===== src/design/msdec_pkg.sv =====
// Shared types and tag codes for the MessagePack subset token decoder.
`default_nettype none

package msdec_pkg;

    // Kind of a result item.
    typedef enum logic [2:0] {
        K_UINT  = 3'd0,
        K_NIL   = 3'd1,
        K_BIN   = 3'd2,
        K_STR   = 3'd3,
        K_ARRAY = 3'd4,
        K_MAP   = 3'd5,
        K_BYTE  = 3'd6
    } t_kind;

    // Status of a result item.
    typedef enum logic [1:0] {
        ST_OK    = 2'd0,
        ST_BAD   = 2'd1,
        ST_TRUNC = 2'd2
    } t_status;

    // Tags that open a multi-byte header, and nil.
    localparam logic [7:0] TAG_NIL   = 8'hC0;
    localparam logic [7:0] TAG_BIN8  = 8'hC4;
    localparam logic [7:0] TAG_BIN16 = 8'hC5;
    localparam logic [7:0] TAG_BIN32 = 8'hC6;
    localparam logic [7:0] TAG_UINT8 = 8'hCC;
    localparam logic [7:0] TAG_UINT16 = 8'hCD;
    localparam logic [7:0] TAG_UINT32 = 8'hCE;
    localparam logic [7:0] TAG_STR8  = 8'hD9;
    localparam logic [7:0] TAG_STR16 = 8'hDA;
    localparam logic [7:0] TAG_STR32 = 8'hDB;
    localparam logic [7:0] TAG_ARR16 = 8'hDC;
    localparam logic [7:0] TAG_MAP16 = 8'hDE;

    // One input byte as held in the input register.
    typedef struct packed {
        logic [7:0] data_byte;
        logic       end_of_buffer;
    } t_in_item;

    // One result item.
    typedef struct packed {
        t_kind       token_kind;
        logic [31:0] token_value;
        logic [7:0]  payload_byte;
        t_status     status;
        logic        buffer_done;
    } t_result;

endpackage

`default_nettype wire


===== src/design/msdec_in_stage.sv =====
// Input register of the decoder: holds one byte transfer until the core takes it.
`default_nettype none

module msdec_in_stage
    import msdec_pkg::*;
(
    input  wire logic       i_clk,
    input  wire logic       i_rst_n,
    input  wire logic       i_s_tvalid,
    output logic            o_s_tready,
    input  wire logic [7:0] i_data_byte,
    input  wire logic       i_last,
    input  wire logic       i_advance,
    output logic            o_valid,
    output t_in_item        o_item
);

    logic     r_valid;
    t_in_item r_item;

    // The register is free when empty or when its byte moves on this cycle.
    assign o_s_tready = !r_valid || i_advance;

    always_ff @(posedge i_clk) begin
        if (!i_rst_n) begin
            r_valid <= 1'b0;
        end else if (o_s_tready) begin
            r_valid <= i_s_tvalid;
        end
    end

    always_ff @(posedge i_clk) begin
        if (o_s_tready && i_s_tvalid) begin
            r_item.data_byte     <= i_data_byte;
            r_item.end_of_buffer <= i_last;
        end
    end

    assign o_valid = r_valid;
    assign o_item  = r_item;

endmodule

`default_nettype wire


===== src/design/msdec_core.sv =====
// Decoder state and the per-byte tag, header and payload logic.
`default_nettype none

module msdec_core
    import msdec_pkg::*;
(
    input  wire logic     i_clk,
    input  wire logic     i_rst_n,
    input  wire logic     i_advance,
    input  wire t_in_item i_item,
    output logic          o_has_result,
    output t_result       o_result
);

    typedef enum logic [2:0] {
        PH_TAG = 3'b001,
        PH_HDR = 3'b010,
        PH_PAY = 3'b100
    } t_phase;

    t_phase      r_phase, n_phase;
    logic [2:0]  r_hdr_left, n_hdr_left;
    logic [31:0] r_hdr_acc, n_hdr_acc;
    t_kind       r_pend_kind, n_pend_kind;
    logic [31:0] r_pay_left, n_pay_left;
    logic        r_drop, n_drop;

    always_comb begin
        logic [7:0]  b;
        logic        eob;
        logic        fin_en;
        t_kind       fin_kind;
        logic [31:0] fin_value;
        logic        op_en;
        t_kind       op_kind;
        logic [2:0]  op_nb;
        logic [31:0] acc;
        logic [31:0] pay_dec;

        b         = i_item.data_byte;
        eob       = i_item.end_of_buffer;
        fin_en    = 1'b0;
        fin_kind  = K_UINT;
        fin_value = 32'd0;
        op_en     = 1'b0;
        op_kind   = K_UINT;
        op_nb     = 3'd0;
        acc       = {r_hdr_acc[23:0], b};
        pay_dec   = r_pay_left - 32'd1;

        n_phase     = r_phase;
        n_hdr_left  = r_hdr_left;
        n_hdr_acc   = r_hdr_acc;
        n_pend_kind = r_pend_kind;
        n_pay_left  = r_pay_left;
        n_drop      = r_drop;

        o_has_result         = 1'b1;
        o_result.token_kind  = K_UINT;
        o_result.token_value = 32'd0;
        o_result.payload_byte = 8'd0;
        o_result.status      = ST_OK;
        o_result.buffer_done = eob;

        if (r_drop) begin
            o_has_result = 1'b0;
        end else begin
            unique case (r_phase)
                PH_HDR: begin
                    n_hdr_acc = acc;
                    if (r_hdr_left <= 3'd1) begin
                        n_hdr_left = 3'd0;
                        fin_en     = 1'b1;
                        fin_kind   = r_pend_kind;
                        fin_value  = acc;
                    end else begin
                        n_hdr_left = r_hdr_left - 3'd1;
                        if (eob) begin
                            o_result.token_kind = r_pend_kind;
                            o_result.status     = ST_TRUNC;
                        end else begin
                            o_has_result = 1'b0;
                        end
                    end
                end
                PH_PAY: begin
                    n_pay_left = pay_dec;
                    if (pay_dec == 32'd0) begin
                        n_phase = PH_TAG;
                    end
                    o_result.token_kind   = K_BYTE;
                    o_result.payload_byte = b;
                    if (eob && pay_dec != 32'd0) begin
                        o_result.status = ST_TRUNC;
                    end
                end
                default: begin
                    unique case (b) inside
                        [8'h00:8'h7F]: begin
                            fin_en = 1'b1; fin_kind = K_UINT; fin_value = {24'd0, b};
                        end
                        [8'h80:8'h8F]: begin
                            fin_en = 1'b1; fin_kind = K_MAP; fin_value = {28'd0, b[3:0]};
                        end
                        [8'h90:8'h9F]: begin
                            fin_en = 1'b1; fin_kind = K_ARRAY; fin_value = {28'd0, b[3:0]};
                        end
                        [8'hA0:8'hBF]: begin
                            fin_en = 1'b1; fin_kind = K_STR; fin_value = {27'd0, b[4:0]};
                        end
                        TAG_NIL: begin
                            fin_en = 1'b1; fin_kind = K_NIL;
                        end
                        TAG_UINT8:  begin op_en = 1'b1; op_kind = K_UINT;  op_nb = 3'd1; end
                        TAG_UINT16: begin op_en = 1'b1; op_kind = K_UINT;  op_nb = 3'd2; end
                        TAG_UINT32: begin op_en = 1'b1; op_kind = K_UINT;  op_nb = 3'd4; end
                        TAG_BIN8:   begin op_en = 1'b1; op_kind = K_BIN;   op_nb = 3'd1; end
                        TAG_BIN16:  begin op_en = 1'b1; op_kind = K_BIN;   op_nb = 3'd2; end
                        TAG_BIN32:  begin op_en = 1'b1; op_kind = K_BIN;   op_nb = 3'd4; end
                        TAG_STR8:   begin op_en = 1'b1; op_kind = K_STR;   op_nb = 3'd1; end
                        TAG_STR16:  begin op_en = 1'b1; op_kind = K_STR;   op_nb = 3'd2; end
                        TAG_STR32:  begin op_en = 1'b1; op_kind = K_STR;   op_nb = 3'd4; end
                        TAG_ARR16:  begin op_en = 1'b1; op_kind = K_ARRAY; op_nb = 3'd2; end
                        TAG_MAP16:  begin op_en = 1'b1; op_kind = K_MAP;   op_nb = 3'd2; end
                        default: begin
                            o_result.status = ST_BAD;
                            n_drop          = 1'b1;
                        end
                    endcase

                    if (op_en) begin
                        n_phase     = PH_HDR;
                        n_pend_kind = op_kind;
                        n_hdr_left  = op_nb;
                        n_hdr_acc   = 32'd0;
                        if (eob) begin
                            o_result.token_kind = op_kind;
                            o_result.status     = ST_TRUNC;
                        end else begin
                            o_has_result = 1'b0;
                        end
                    end
                end
            endcase

            // A completed header emits its token; bin and str with a length open a payload.
            if (fin_en) begin
                o_result.token_kind  = fin_kind;
                o_result.token_value = fin_value;
                if ((fin_kind == K_BIN || fin_kind == K_STR) && fin_value != 32'd0) begin
                    n_phase    = PH_PAY;
                    n_pay_left = fin_value;
                    if (eob) begin
                        o_result.status = ST_TRUNC;
                    end
                end else begin
                    n_phase = PH_TAG;
                end
            end
        end

        // The final byte of a buffer always returns the decoder to its reset state.
        if (eob) begin
            n_phase     = PH_TAG;
            n_hdr_left  = 3'd0;
            n_hdr_acc   = 32'd0;
            n_pend_kind = K_UINT;
            n_pay_left  = 32'd0;
            n_drop      = 1'b0;
        end
    end

    always_ff @(posedge i_clk) begin
        if (!i_rst_n) begin
            r_phase     <= PH_TAG;
            r_hdr_left  <= 3'd0;
            r_hdr_acc   <= 32'd0;
            r_pend_kind <= K_UINT;
            r_pay_left  <= 32'd0;
            r_drop      <= 1'b0;
        end else if (i_advance) begin
            r_phase     <= n_phase;
            r_hdr_left  <= n_hdr_left;
            r_hdr_acc   <= n_hdr_acc;
            r_pend_kind <= n_pend_kind;
            r_pay_left  <= n_pay_left;
            r_drop      <= n_drop;
        end
    end

`ifndef SYNTHESIS
    a_last_clears: assert property (@(posedge i_clk) disable iff (!i_rst_n)
        i_advance && i_item.end_of_buffer |=>
            r_phase == PH_TAG && !r_drop && r_hdr_left == 3'd0 && r_pay_left == 32'd0)
        else $error("state not cleared after the final byte of a buffer");

    a_pay_owed: assert property (@(posedge i_clk) disable iff (!i_rst_n)
        r_phase == PH_PAY |-> r_pay_left != 32'd0)
        else $error("payload phase with no payload bytes owed");

    a_hdr_count: assert property (@(posedge i_clk) disable iff (!i_rst_n)
        r_phase == PH_HDR |-> r_hdr_left != 3'd0 && r_hdr_left <= 3'd4)
        else $error("header phase with an impossible byte count");

    a_drop_silent: assert property (@(posedge i_clk) disable iff (!i_rst_n)
        r_drop |-> !o_has_result && r_phase == PH_TAG)
        else $error("result produced while dropping after a bad tag");
`endif

endmodule

`default_nettype wire


===== src/design/msdec_out_stage.sv =====
// Result register of the decoder, driving the master-side stream.
`default_nettype none

module msdec_out_stage
    import msdec_pkg::*;
(
    input  wire logic    i_clk,
    input  wire logic    i_rst_n,
    input  wire logic    i_advance,
    input  wire logic    i_has_result,
    input  wire t_result i_result,
    input  wire logic    i_m_tready,
    output logic         o_valid,
    output t_result      o_result
);

    logic    r_valid;
    t_result r_result;

    always_ff @(posedge i_clk) begin
        if (!i_rst_n) begin
            r_valid <= 1'b0;
        end else if (i_advance) begin
            r_valid <= i_has_result;
        end else if (i_m_tready) begin
            r_valid <= 1'b0;
        end
    end

    always_ff @(posedge i_clk) begin
        if (i_advance && i_has_result) begin
            r_result <= i_result;
        end
    end

    assign o_valid  = r_valid;
    assign o_result = r_result;

endmodule

`default_nettype wire


===== src/design/msgpack_subset_token_decoder.sv =====
// Top level of the MessagePack subset token decoder.
`default_nettype none

// Takes one byte of an encoded buffer per transfer, with tlast on the final
// byte, and returns at most one result transfer per byte: a token when its
// header completes, then each bin or str payload byte in turn. A bad tag gives
// one result and the rest of that buffer is dropped silently; a buffer that
// ends inside a header or payload gives a result with the truncated status.
// One byte is taken every clock cycle while the result side keeps up; the
// rate is set by the single decode step between the input register and the
// result register. A taken byte waits in the input register, and its result
// is offered from the result register once the core has decoded it.
// No clearing pass is needed after reset.
module msgpack_subset_token_decoder
    import msdec_pkg::*;
(
    input  wire logic        i_clk,
    input  wire logic        i_rst_n,
    input  wire logic        i_s_tvalid,
    output logic             o_s_tready,
    input  wire logic [7:0]  i_s_tdata,   // [7:0] data_byte
    input  wire logic        i_s_tlast,   // end_of_buffer
    output logic             o_m_tvalid,
    input  wire logic        i_m_tready,
    output logic [39:0]      o_m_tdata,   // [31:0] token_value, [39:32] payload_byte
    output logic [4:0]       o_m_tuser,   // [2:0] token_kind, [4:3] status
    output logic             o_m_tlast    // buffer_done
);

    logic     in_valid;
    t_in_item in_item;
    logic     out_valid;
    logic     advance;
    logic     has_result;
    t_result  core_result;
    t_result  out_result;

    // A byte moves into the core when the result register can take its result.
    assign advance = in_valid && (!out_valid || i_m_tready);

    msdec_in_stage u_in_stage (
        .i_clk       (i_clk),
        .i_rst_n     (i_rst_n),
        .i_s_tvalid  (i_s_tvalid),
        .o_s_tready  (o_s_tready),
        .i_data_byte (i_s_tdata),
        .i_last      (i_s_tlast),
        .i_advance   (advance),
        .o_valid     (in_valid),
        .o_item      (in_item)
    );

    msdec_core u_core (
        .i_clk        (i_clk),
        .i_rst_n      (i_rst_n),
        .i_advance    (advance),
        .i_item       (in_item),
        .o_has_result (has_result),
        .o_result     (core_result)
    );

    msdec_out_stage u_out_stage (
        .i_clk        (i_clk),
        .i_rst_n      (i_rst_n),
        .i_advance    (advance),
        .i_has_result (has_result),
        .i_result     (core_result),
        .i_m_tready   (i_m_tready),
        .o_valid      (out_valid),
        .o_result     (out_result)
    );

    assign o_m_tvalid = out_valid;
    assign o_m_tdata  = {out_result.payload_byte, out_result.token_value};
    assign o_m_tuser  = {out_result.status, out_result.token_kind};
    assign o_m_tlast  = out_result.buffer_done;

endmodule

`default_nettype wire


===== config.mk =====
export PLATFORM = sky130hd
export DESIGN_NAME = msgpack_subset_token_decoder
export DESIGN_NICKNAME = d
export VERILOG_FILES = /design/src/design/msdec_pkg.sv /design/src/design/msdec_in_stage.sv /design/src/design/msdec_core.sv /design/src/design/msdec_out_stage.sv /design/src/design/msgpack_subset_token_decoder.sv
export SDC_FILE = /design/constraint.sdc
export NUM_CORES = 1
export LEC_CHECK = 0
export CORE_MARGIN = 1.5
export CORE_UTILIZATION = 60
export DETAILED_ROUTE_END_ITERATION = 7
export DONT_BUFFER_PORTS = 1
export PLACE_DENSITY_LB_ADDON = 0.08
export SKIP_LAST_GASP = 1
export SLEW_MARGIN = 20
export SYNTH_ARGS = -nofsm -noshare
export SYNTH_HDL_FRONTEND = slang
export SYNTH_HIERARCHICAL = 1
export SYNTH_SLANG_ARGS = --single-unit

===== constraint.sdc =====
create_clock -name i_clk -period 3.5 [get_ports i_clk]
set_input_delay 0.175 -clock i_clk [delete_from_list [all_inputs] [get_ports i_clk]]
set_output_delay 0.175 -clock i_clk [all_outputs]
set_load 0.05 [all_outputs]

==> flow_metrics.py, run 1 <==
metrics = {
    "sta": {
        "max_freq_mhz": 305,
        "fin_skew_ns": 0.00880,
        "rsz0062_at_grt": "no",
        "period_needed_ns": 3.27,
        "final.setup.worst_slack_ns": 0.226,
        "slew_violations": 0,
        "hold_violations": 0,
        "finalSetupViolations": 0,
        "worstMarginPinSlew_ns": 0.951,
        "slew_headroom_pct": 36.4,
        "fin_crit_sh_pct": 93.5,
        "tns_ns": 0,
    },
    "floorplanning": {
        "die_w_um": 107,
        "start_util_pct": 62.3,
        "core_area_um2": 10400,
        "io_pins": 61,
        "dieHeight_um": 107,
        "die_area_um2": 11400,
        "rows": 37,
    },
    "global_route": {
        "met2_usage_pct": 48.9,
        "grt_max_degree": 48,
        "first_global_vias": 5363,
        "use_met1_pct": 46.6,
        "gr-total-overflow": 0,
        "antenna_found_initial": 0,
        "grt_pass1_wl_um": 28600,
        "track_usage_pct": 32.8,
        "grt-busiest-layer": "met2",
        "use_met3_pct": 7.36,
    },
    "drt": {
        "drt-initial-drc-count": 705,
        "dr.pass1.iters": 6,
        "wire_per_inst_um": 21.4,
        "vias_per_cell": 6.79,
        "drc": 0,
        "vias": 5895,
        "totalWireLength_um": 18600,
        "antenna_left": 0,
    },
    "yosys": {
        "ys.flop_type": "dfxtp_1",
        "yosysUniqueCellTypes": 74,
        "ys_ff_latch": 123,
        "synth_compound_area_share_pct": 16.0,
        "synth_warnings": 6,
        "synth_fa_ha_area_share_pct": 0.771,
        "synth-simple-area-share_pct": 27.1,
        "synth_area_leaders": "edfxtp_1, dfxtp_1, a21oi_1",
        "ys_seq_area_share_pct": 46.4,
        "synthXorXnorAreaFrac_pct": 3.37,
        "synth_top_cell_by_area": "edfxtp_1",
        "synth_edf_count": 55,
        "syn-cell-area_um2": 6490,
        "synthArstFlopShare_pct": 0,
        "synth_fp_nets": 741,
        "yosys-mux-area-fraction_pct": 0.945,
        "yosysTopAreaCellShare_pct": 25.5,
        "netlist_instances": 724,
        "synth_top_family_by_area": "simple AND/OR/NAND/NOR gates",
        "syn_avg_cell_area_um2": 8.96,
    },
    "layout": {
        "diodes": 0,
        "area_growth_pct": 12.3,
        "fillers": 798,
        "drive_gt1_share_pct": 11.5,
        "final_common_cell": "nand2_1",
        "finalNetCount": 736,
        "fin_util_pct": 70.0,
        "fin_cells": 868,
        "final_cell_mix": "nand2_1, dfxtp_1, a21oi_1",
    },
    "place": {
        "gp_congestion": 0.968,
        "io_buffers": 0,
        "dp_hpwl_um": 12200,
        "placed_cells": 818,
        "dp_slack_ns": 0.551,
    },
    "critical_path": {
        "required_ns": 3.96,
        "rr_worst_depth": 10,
        "timing.rr.end": "u_out_stage/o_valid$_SDFFE_PN0P_",
        "slowest_stage": "edfxtp_1",
        "start_kind": "flop",
        "cp_slowest_stage_delay_ns": 0.56,
        "worstSetupPathType": "flop to flop",
        "crit_path_cell_trace": "inv_1, a2111oi_0, o21ai_0, nand2_1, a41oi_1, nor2_1, a21oi_1, and2_4, o21a_1, dlygate4sd3_1",
        "critPathMaxFanout": 12,
        "cp-end-kind": "flop",
        "reg2reg_from": "u_in_stage/o_item[3]$_DFFE_PP_",
        "arrival_ns": 3.74,
        "r2r_setup_slack_ns": 0.23,
    },
    "clock_network": {
        "clk_path_buf_depth": 2,
        "cts_buffers": 17,
        "cts_tree": "built",
        "cts.sinks": 123,
        "clk_pin_slew_ns": 0.06,
        "root_buffer": "clkbuf_8",
        "cts.htree.levels": 4,
        "insertion_delay_ns": 0.52,
    },
    "power": {
        "leakagePower_nw": 2.67,
        "finalPower_mw": 3.71,
        "p_per_area_nw_per_um2": 508,
        "vdd_ir_drop_max_v": 0.000285,
    },
    "status": {
        "status": "finished clean",
    },
    "worst_hold_path": {
        "min_to": "u_core/r_pay_left[1]$_SDFFE_PN0P_",
        "worstHoldPathType": "input port to flop",
        "min-delay-start": "i_rst_n",
        "min_path_cells": 2,
    },
    "flow_run": {
        "maxCapViolations": 0,
    },
}
-- Yosys cell counts (5+ instances only) --
master     instances
a211oi_1           5
a21oi_1           62
a31oi_1           15
a32oi_1            6
and3_1            35
buf_6              5
clkbuf_1          45
dfxtp_1           68
edfxtp_1          55
inv_1             21
mux2i_1            5
nand2_1           77
nand3_1           24
nand4_1           39
nor2_1            44
nor3_1            27
nor4_1            19
o21ai_0           27
o22ai_1            8
o2bb2ai_1          5
o31ai_1            6
or3_1              6
or4_1              7
xnor2_1           15
xor2_1            10
-- sequential cells by signal, indices dropped and copies added (netlist names) --
signal	cells
u_in_stage/o_valid	1
u_core/r_phase	3
u_out_stage/o_result	46
u_core/r_pend_kind	3
u_out_stage/o_valid	1
u_in_stage/o_item	9
u_core/r_pay_left	32
u_core/r_hdr_acc	24
u_core/r_drop	1
u_core/r_hdr_left	3
-- layout make-up --
cell class / count / area (µm²) / area share, %
Tap cell: 136 / 170 / 2.33
Clock buffer: 17 / 414 / 5.68
Timing Repair Buffer: 32 / 270 / 3.71
Multi-Input combinational cell: 523 / 3150 / 43.2
Inverter: 22 / 82.6 / 1.13
Clock inverter: 15 / 189 / 2.59
Sequential cell: 123 / 3010 / 41.3
-- layer usage --
metal | vias to the layer above | part of all wire (%)
li1 | 2705 | -
met1 | 2776 | 44
met2 | 370 | 44
met3 | 44 | 11
met4 | 0 | 2.2
met5 | - | 0
-- stage by stage --
step | instance area [µm²] | hold slack (ns)
after CTS | 7240 | 0.00157
after global routing | 7290 | 0.0421
after global placement | 6520 | 0.274
after detailed placement | 6520 | 0.274
after floorplan | 6490 | 0.274
final | 7290 | 0.0273
-- worst max-delay path by stage --
stage                                      start  cells after the start  slack (ns)                            endpoint
2_1_floorplan  u_core/r_pay_left[0]$_SDFFE_PN0P_                     11        0.82   u_out_stage/o_result[2]$_DFFE_PP_
3_3_place_gp      u_in_stage/o_item[2]$_DFFE_PP_                      8        0.60  u_out_stage/o_result[39]$_DFFE_PP_
3_5_place_dp      u_in_stage/o_item[2]$_DFFE_PP_                      8        0.55   u_out_stage/o_result[7]$_DFFE_PP_
4_1_cts           u_in_stage/o_item[2]$_DFFE_PP_                     10        0.13    u_out_stage/o_valid$_SDFFE_PN0P_
5_1_grt           u_in_stage/o_item[5]$_DFFE_PP_                     10        0.08    u_out_stage/o_valid$_SDFFE_PN0P_
6_report          u_in_stage/o_item[3]$_DFFE_PP_                     10        0.23    u_out_stage/o_valid$_SDFFE_PN0P_
-- kinds of logic after synthesis --
logic type | Yosys count
flops | 123
xor+xnor | 25
fa+ha+maj | 4
simple gates | 321
buf+inv | 80
compound gates | 165
mux | 6
-- critical path, delay by kind of cell (launching register included) --
family                 cells  cell delay [ns]
AO/OA/AOI/OAI              5             1.30
buffers and inverters      2             0.76
AND/OR/NAND/NOR            3             0.59
flip-flops                 1             0.56
-- power breakdown --
| group | internal, mW | total (mW) | switching, mW | leakage, nW |
|---|---|---|---|---|
| clock | 1.10 | 1.78 | 0.684 | 0.295 |
| combinational | 0.0693 | 0.230 | 0.160 | 1.30 |
| sequential | 1.55 | 1.69 | 0.144 | 1.08 |
-- what timing repair did --
item / 4_1_cts / 5_1_grt
hold endpoints to repair: 27 / 0
setup endpoints to repair: 0 / 1
hold buffers: 12 / 0
resized for setup: 0 / 0
buffers inserted: 0 / 4
Note: power is estimated with default switching activity, not from simulation.
==> run 2, diff against run 1 <==
==> constraint.sdc (replaced) <==
create_clock -name i_clk -period 3.5 [get_ports i_clk]
set_input_delay 0.35 -clock i_clk [delete_from_list [all_inputs] [get_ports i_clk]]
set_output_delay 0.35 -clock i_clk [all_outputs]
set_load 0.05 [all_outputs]
==> run 2 against run 1 <==
Register-to-register slack improved by 0.30 ns. Sequential power barely moved. Utilization fell by 0.71 points. Combinational power fell by 5%. Largest cell class unchanged. Highest routed layer unchanged. Maximum frequency rose by 10%. Critical endpoint is now u_out_stage/o_result[4]$_DFFE_PP_. Largest power group unchanged.
==> flow_metrics.py, run 2 (same netlist as run 1, synthesis figures left out) <==
metrics = {
    "power": {
        "p_per_area_nw_per_um2": 503,
        "leakagePower_nw": 2.63,
        "vdd_ir_drop_max_v": 0.000357,
    },
    "worst_hold_path": {
        "worstHoldPathType": "input port to flop",
    },
    "place": {
        "dp_slack_ns": 0.589,
        "io_buffers": 0,
        "gp_congestion": 0.960,
        "dp_hpwl_um": 12400,
    },
    "critical_path": {
        "crit_top_cell": "nor2_1",
        "worstSetupPathType": "flop to flop",
        "cp_slowest_stage_delay_ns": 0.63,
        "crit_family": "simple AND/OR/NAND/NOR gates",
        "critPathMaxFanout": 47,
        "cp-end-kind": "flop",
        "crit_path_cell_trace": "nor2_1, nor3_1, o21ai_0, nand2_1, a41oi_1, nor2_1, a21oi_1, and2_4",
        "slowest_stage": "edfxtp_1",
        "arrival_ns": 3.13,
        "required_ns": 3.66,
        "start_kind": "flop",
        "critPathBufInv": 0,
    },
    "clock_network": {
        "insertion_delay_ns": 0.53,
        "postCtsResizedCells": 0,
        "cts.htree.levels": 4,
        "postCtsSetupRepairBufs": 0,
        "cts_buffers": 17,
        "root_buffer": "clkbuf_8",
        "hold_buffers": 11,
        "cts.sinks": 123,
        "cts_tree": "built",
        "clk_pin_slew_ns": 0.06,
        "clk_path_buf_depth": 2,
    },
    "floorplanning": {
        "die_w_um": 107,
        "io_pins": 61,
        "dieHeight_um": 107,
        "die_area_um2": 11400,
        "core_area_um2": 10400,
        "rows": 37,
        "start_util_pct": 62.3,
    },
    "sta": {
        "rsz0062_at_grt": "no",
        "hold_violations": 0,
        "slew_headroom_pct": 39.5,
        "finalSetupViolations": 0,
        "slew_violations": 0,
        "fin_skew_ns": 0.00940,
        "tns_ns": 0,
        "worstMarginPinSlew_ns": 0.904,
        "max_freq_mhz": 336,
        "period_needed_ns": 2.97,
        "final.setup.worst_slack_ns": 0.528,
        "fin_crit_sh_pct": 84.9,
    },
    "global_route": {
        "grt_pass1_wl_um": 29000,
        "gr-total-overflow": 0,
        "grt_max_degree": 48,
        "first_global_vias": 5389,
        "track_usage_pct": 33.4,
        "antenna_found_initial": 0,
    },
    "drt": {
        "dr.pass1.iters": 5,
        "vias_per_cell": 6.80,
        "wire_per_inst_um": 21.5,
        "drc": 0,
        "vias": 5858,
        "antenna_left": 0,
        "drt-initial-drc-count": 619,
        "totalWireLength_um": 18600,
    },
    "layout": {
        "largest_reg_flops": 46,
        "fillers": 818,
        "diodes": 0,
        "drive_gt1_share_pct": 10.9,
        "final_common_cell": "nand2_1",
        "final_cell_mix": "nand2_1, dfxtp_1, a21oi_1",
        "finalNetCount": 730,
        "area_growth_pct": 11.2,
    },
    "status": {
        "status": "finished clean",
    },
    "flow_run": {
        "maxCapViolations": 0,
    },
}
-- run 2: cell types whose count changed in the layout (fill, tap and decap cells not counted), moves of 2 or more --
cell / before / now
and2_2: 2 / 0
clkinvlp_4: 1 / 3
buf_4: 20 / 17
clkinv_4: 5 / 2
inv_6: 3 / 6
-- run 2: through the flow --
step / util, % / instances / total power [mW] / hold slack, ns / cell area [µm²]
2_1_floorplan: - / 724 / 1.86 / 0.449 / 6490
3_3_place_gp: 62.7 / 819 / 1.92 / 0.449 / 6530
3_5_place_dp: 62.7 / 819 / 1.92 / 0.449 / 6530
4_1_cts: 69.3 / 862 / 3.64 / 0.0477 / 7210
5_1_grt: 69.3 / 862 / 3.72 / 0.0389 / 7210
6_report: 69.3 / 862 / 3.63 / 0.0587 / 7210
-- run 2: area by class of cell --
class                      count  area (µm²)  area share (%)
clock buffer                  17         414            5.74
sequential                   123        3010            41.8
timing repair buffer          28         238            3.30
multi-input combinational    521        3130            43.4
inverter                      22        82.6            1.14
clock inverter                15         163            2.25
tap                          136         170            2.36
-- run 2: per-layer routing --
layer	vias to the layer above	part of all wire [%]	wire (µm)	track usage, %
met2	393	44	8220	49.6
li1	2685	-	-	-
met3	30	12	2250	8.63
met4	0	1.6	295	11.1
met1	2750	42	7780	47.4
met5	-	0	0	0
-- run 2: worst paths after layout --
| check | from | to | slack, ns | cells after the start |
|---|---|---|---|---|
| setup reg to reg | u_in_stage/o_item[2]$_DFFE_PP_ | u_out_stage/o_result[4]$_DFFE_PP_ | 0.53 | 8 |
| hold reg to reg | u_core/r_hdr_left[1]$_SDFFE_PN0P_ | u_core/r_hdr_left[1]$_SDFFE_PN0P_ | 0.50 | 2 |
| hold / removal | i_m_tready | u_out_stage/o_valid$_SDFFE_PN0P_ | 0.06 | 2 |
| setup / recovery | u_in_stage/o_item[2]$_DFFE_PP_ | u_out_stage/o_result[4]$_DFFE_PP_ | 0.53 | 8 |
-- run 2: power by group --
part / switching, mW / internal, mW
combinational: 0.153 / 0.0644
clock: 0.692 / 1.02
sequential: 0.145 / 1.55
==> run 3, diff against run 2 <==
==> constraint.sdc (replaced) <==
create_clock -name i_clk -period 2.8 [get_ports i_clk]
set_input_delay 0.28 -clock i_clk [delete_from_list [all_inputs] [get_ports i_clk]]
set_output_delay 0.28 -clock i_clk [all_outputs]
set_load 0.05 [all_outputs]
==> run 3 against run 2 <==
Flip-flop and latch count stayed put. Critical path depth is 2 higher. Global-route usage is 2.6 points higher. Utilization rose by 3.6 points. Clock skew is 0.0016 ns lower. Register-to-register slack worse by 0.41 ns. Wire length rose by 6.4%. Critical endpoint is now u_core/r_pay_left[30]$_SDFFE_PN0P_. Highest routed layer unchanged.
==> flow_metrics.py, run 3 (same netlist as run 1, synthesis figures left out) <==
metrics = {
    "status": {
        "status": "finished clean",
    },
    "sta": {
        "hold_violations": 0,
        "worstMarginPinSlew_ns": 1.05,
        "whs_ns": 0.0884,
        "fin_crit_sh_pct": 95.9,
        "slew_headroom_pct": 29.6,
        "period_needed_ns": 2.69,
        "tns_ns": 0,
        "fin_skew_ns": 0.00778,
        "max_freq_mhz": 372,
        "slew_violations": 0,
        "rsz0062_at_grt": "yes",
        "finalSetupViolations": 0,
    },
    "global_route": {
        "grt_pass1_wl_um": 30900,
        "first_global_vias": 5617,
        "track_usage_pct": 35.9,
        "antenna_found_initial": 0,
        "gr-total-overflow": 0,
        "grt_max_degree": 45,
    },
    "critical_path": {
        "cp_slowest_stage_delay_ns": 0.45,
        "cp-end-kind": "flop",
        "required_ns": 3.21,
        "critPathMaxFanout": 22,
        "crit_path_cell_trace": "or3b_1, nor3_4, buf_4, a21oi_1, o221ai_1, and2_4, buf_12, nor2_1, a31oi_1, o32ai_1",
        "arrival_ns": 3.10,
        "slowest_stage": "or3b_1",
        "worstSetupPathType": "flop to flop",
        "start_kind": "flop",
        "crit_family": "simple AND/OR/NAND/NOR gates",
        "critPathBufInv": 2,
    },
    "layout": {
        "multi_input_area_um2": 3160,
        "fillers": 767,
        "diodes": 0,
        "finalNetCount": 771,
        "final_cell_mix": "nand2_1, dfxtp_1, a21oi_1",
        "stdcell_area_um2": 7590,
        "final_common_cell": "nand2_1",
        "regArea_um2": 3010,
        "fin_cells": 903,
        "drive_gt1_share_pct": 16.2,
        "area_growth_pct": 17.0,
        "fin_util_pct": 72.9,
        "largest_reg_flops": 46,
    },
    "power": {
        "p_per_area_nw_per_um2": 614,
        "vdd_ir_drop_max_v": 0.000413,
        "leakagePower_nw": 2.85,
    },
    "clock_network": {
        "cts_tree": "built",
        "insertion_delay_ns": 0.54,
        "clk_path_buf_depth": 2,
        "postCtsSetupRepairBufs": 0,
        "clk_pin_slew_ns": 0.07,
        "cts.htree.levels": 4,
        "cts_buffers": 17,
        "cts.sinks": 123,
        "root_buffer": "clkbuf_8",
    },
    "place": {
        "gp_congestion": 1.04,
        "dpl_cell_area_um2": 6850,
        "dp_hpwl_um": 13500,
        "io_buffers": 0,
        "placed_cells": 859,
    },
    "drt": {
        "wire_per_inst_um": 21.9,
        "dr.pass1.iters": 6,
        "vias": 6185,
        "drt-initial-drc-count": 648,
        "drc": 0,
        "totalWireLength_um": 19700,
        "antenna_left": 0,
        "vias_per_cell": 6.85,
    },
    "floorplanning": {
        "core_area_um2": 10400,
        "dieHeight_um": 107,
        "rows": 37,
        "die_w_um": 107,
        "start_util_pct": 62.3,
        "die_area_um2": 11400,
        "io_pins": 61,
    },
    "worst_hold_path": {
        "worstHoldPathType": "input port to flop",
    },
    "flow_run": {
        "maxCapViolations": 0,
    },
}
==> run 3: changes by cell type in the layout (fill, tap and decap cells not counted), moves of 2 or more <==
cell and delta:
buf_4 +38, inv_8 +4, a21oi_1 -2, a21oi_2 +2, buf_12 +2, clkinvlp_4 -2, nor4_1 -2, nor4_2 +2
==> run 3: report_power, final <==
part	switching, mW	internal (mW)
sequential	0.162	1.94
combinational	0.226	0.109
clock	0.924	1.31
==> run 3: path summary, 6_finish.rpt <==
| path | endpoint | depth (start not counted) | slack (ns) | start |
|---|---|---|---|---|
| max | u_core/r_pay_left[30]$_SDFFE_PN0P_ | 10 | 0.11 | u_core/r_phase[1]$_SDFFE_PN0P_ |
| min reg2reg | u_core/r_hdr_left[1]$_SDFFE_PN0P_ | 2 | 0.49 | u_core/r_hdr_left[1]$_SDFFE_PN0P_ |
| min | u_in_stage/o_item[0]$_DFFE_PP_ | 1 | 0.09 | i_s_tvalid |
| max reg2reg | u_core/r_pay_left[30]$_SDFFE_PN0P_ | 10 | 0.11 | u_core/r_phase[1]$_SDFFE_PN0P_ |
==> run 3: what timing repair did <==
item | in CTS | in global routing
endpoints found under the hold margin | 18 | 0
hold buffers | 12 | 0
setup endpoints to repair | 0 | 14
resized for setup | 0 | 6
==> run 3: worst reg2reg max path, cell delays in order (launching register included) <==
cell and delay [ns]:
dfxtp_1 0.43, or3b_1 0.45, nor3_4 0.31, buf_4 0.23
a21oi_1 0.05, o221ai_1 0.24, and2_4 0.22, buf_12 0.15
nor2_1 0.06, a31oi_1 0.28, o32ai_1 0.15
==> run 3: per-stage QoR <==
| step | power, mW | worst slack [ns] |
|---|---|---|
| finish | 4.66 | 0.114 |
| CTS | 4.66 | 0.0173 |
| floorplan | 2.33 | 0.124 |
| global route | 4.77 | -0.0244 |
| global placement | 2.43 | 0.114 |
| detailed placement | 2.44 | 0.0377 |
==> run 3: cell type report <==
cell class | instances | share of cell area (%)
clock inverter | 15 | 2.36
sequential | 123 | 39.7
timing repair buffer | 69 | 7.55
clock buffer | 17 | 5.45
multi-input combinational | 521 | 41.6
inverter | 22 | 1.09
tap | 136 | 2.24
==> run 3: per-layer routing <==
layer  share of wire (%)  GRT usage (%)  up-vias
li1                    -              -     2774
met1                  41           50.0     2923
met2                  44           52.8      428
met3                  12           10.8       60
met4                 2.6           13.3        0
met5                   0              0        -
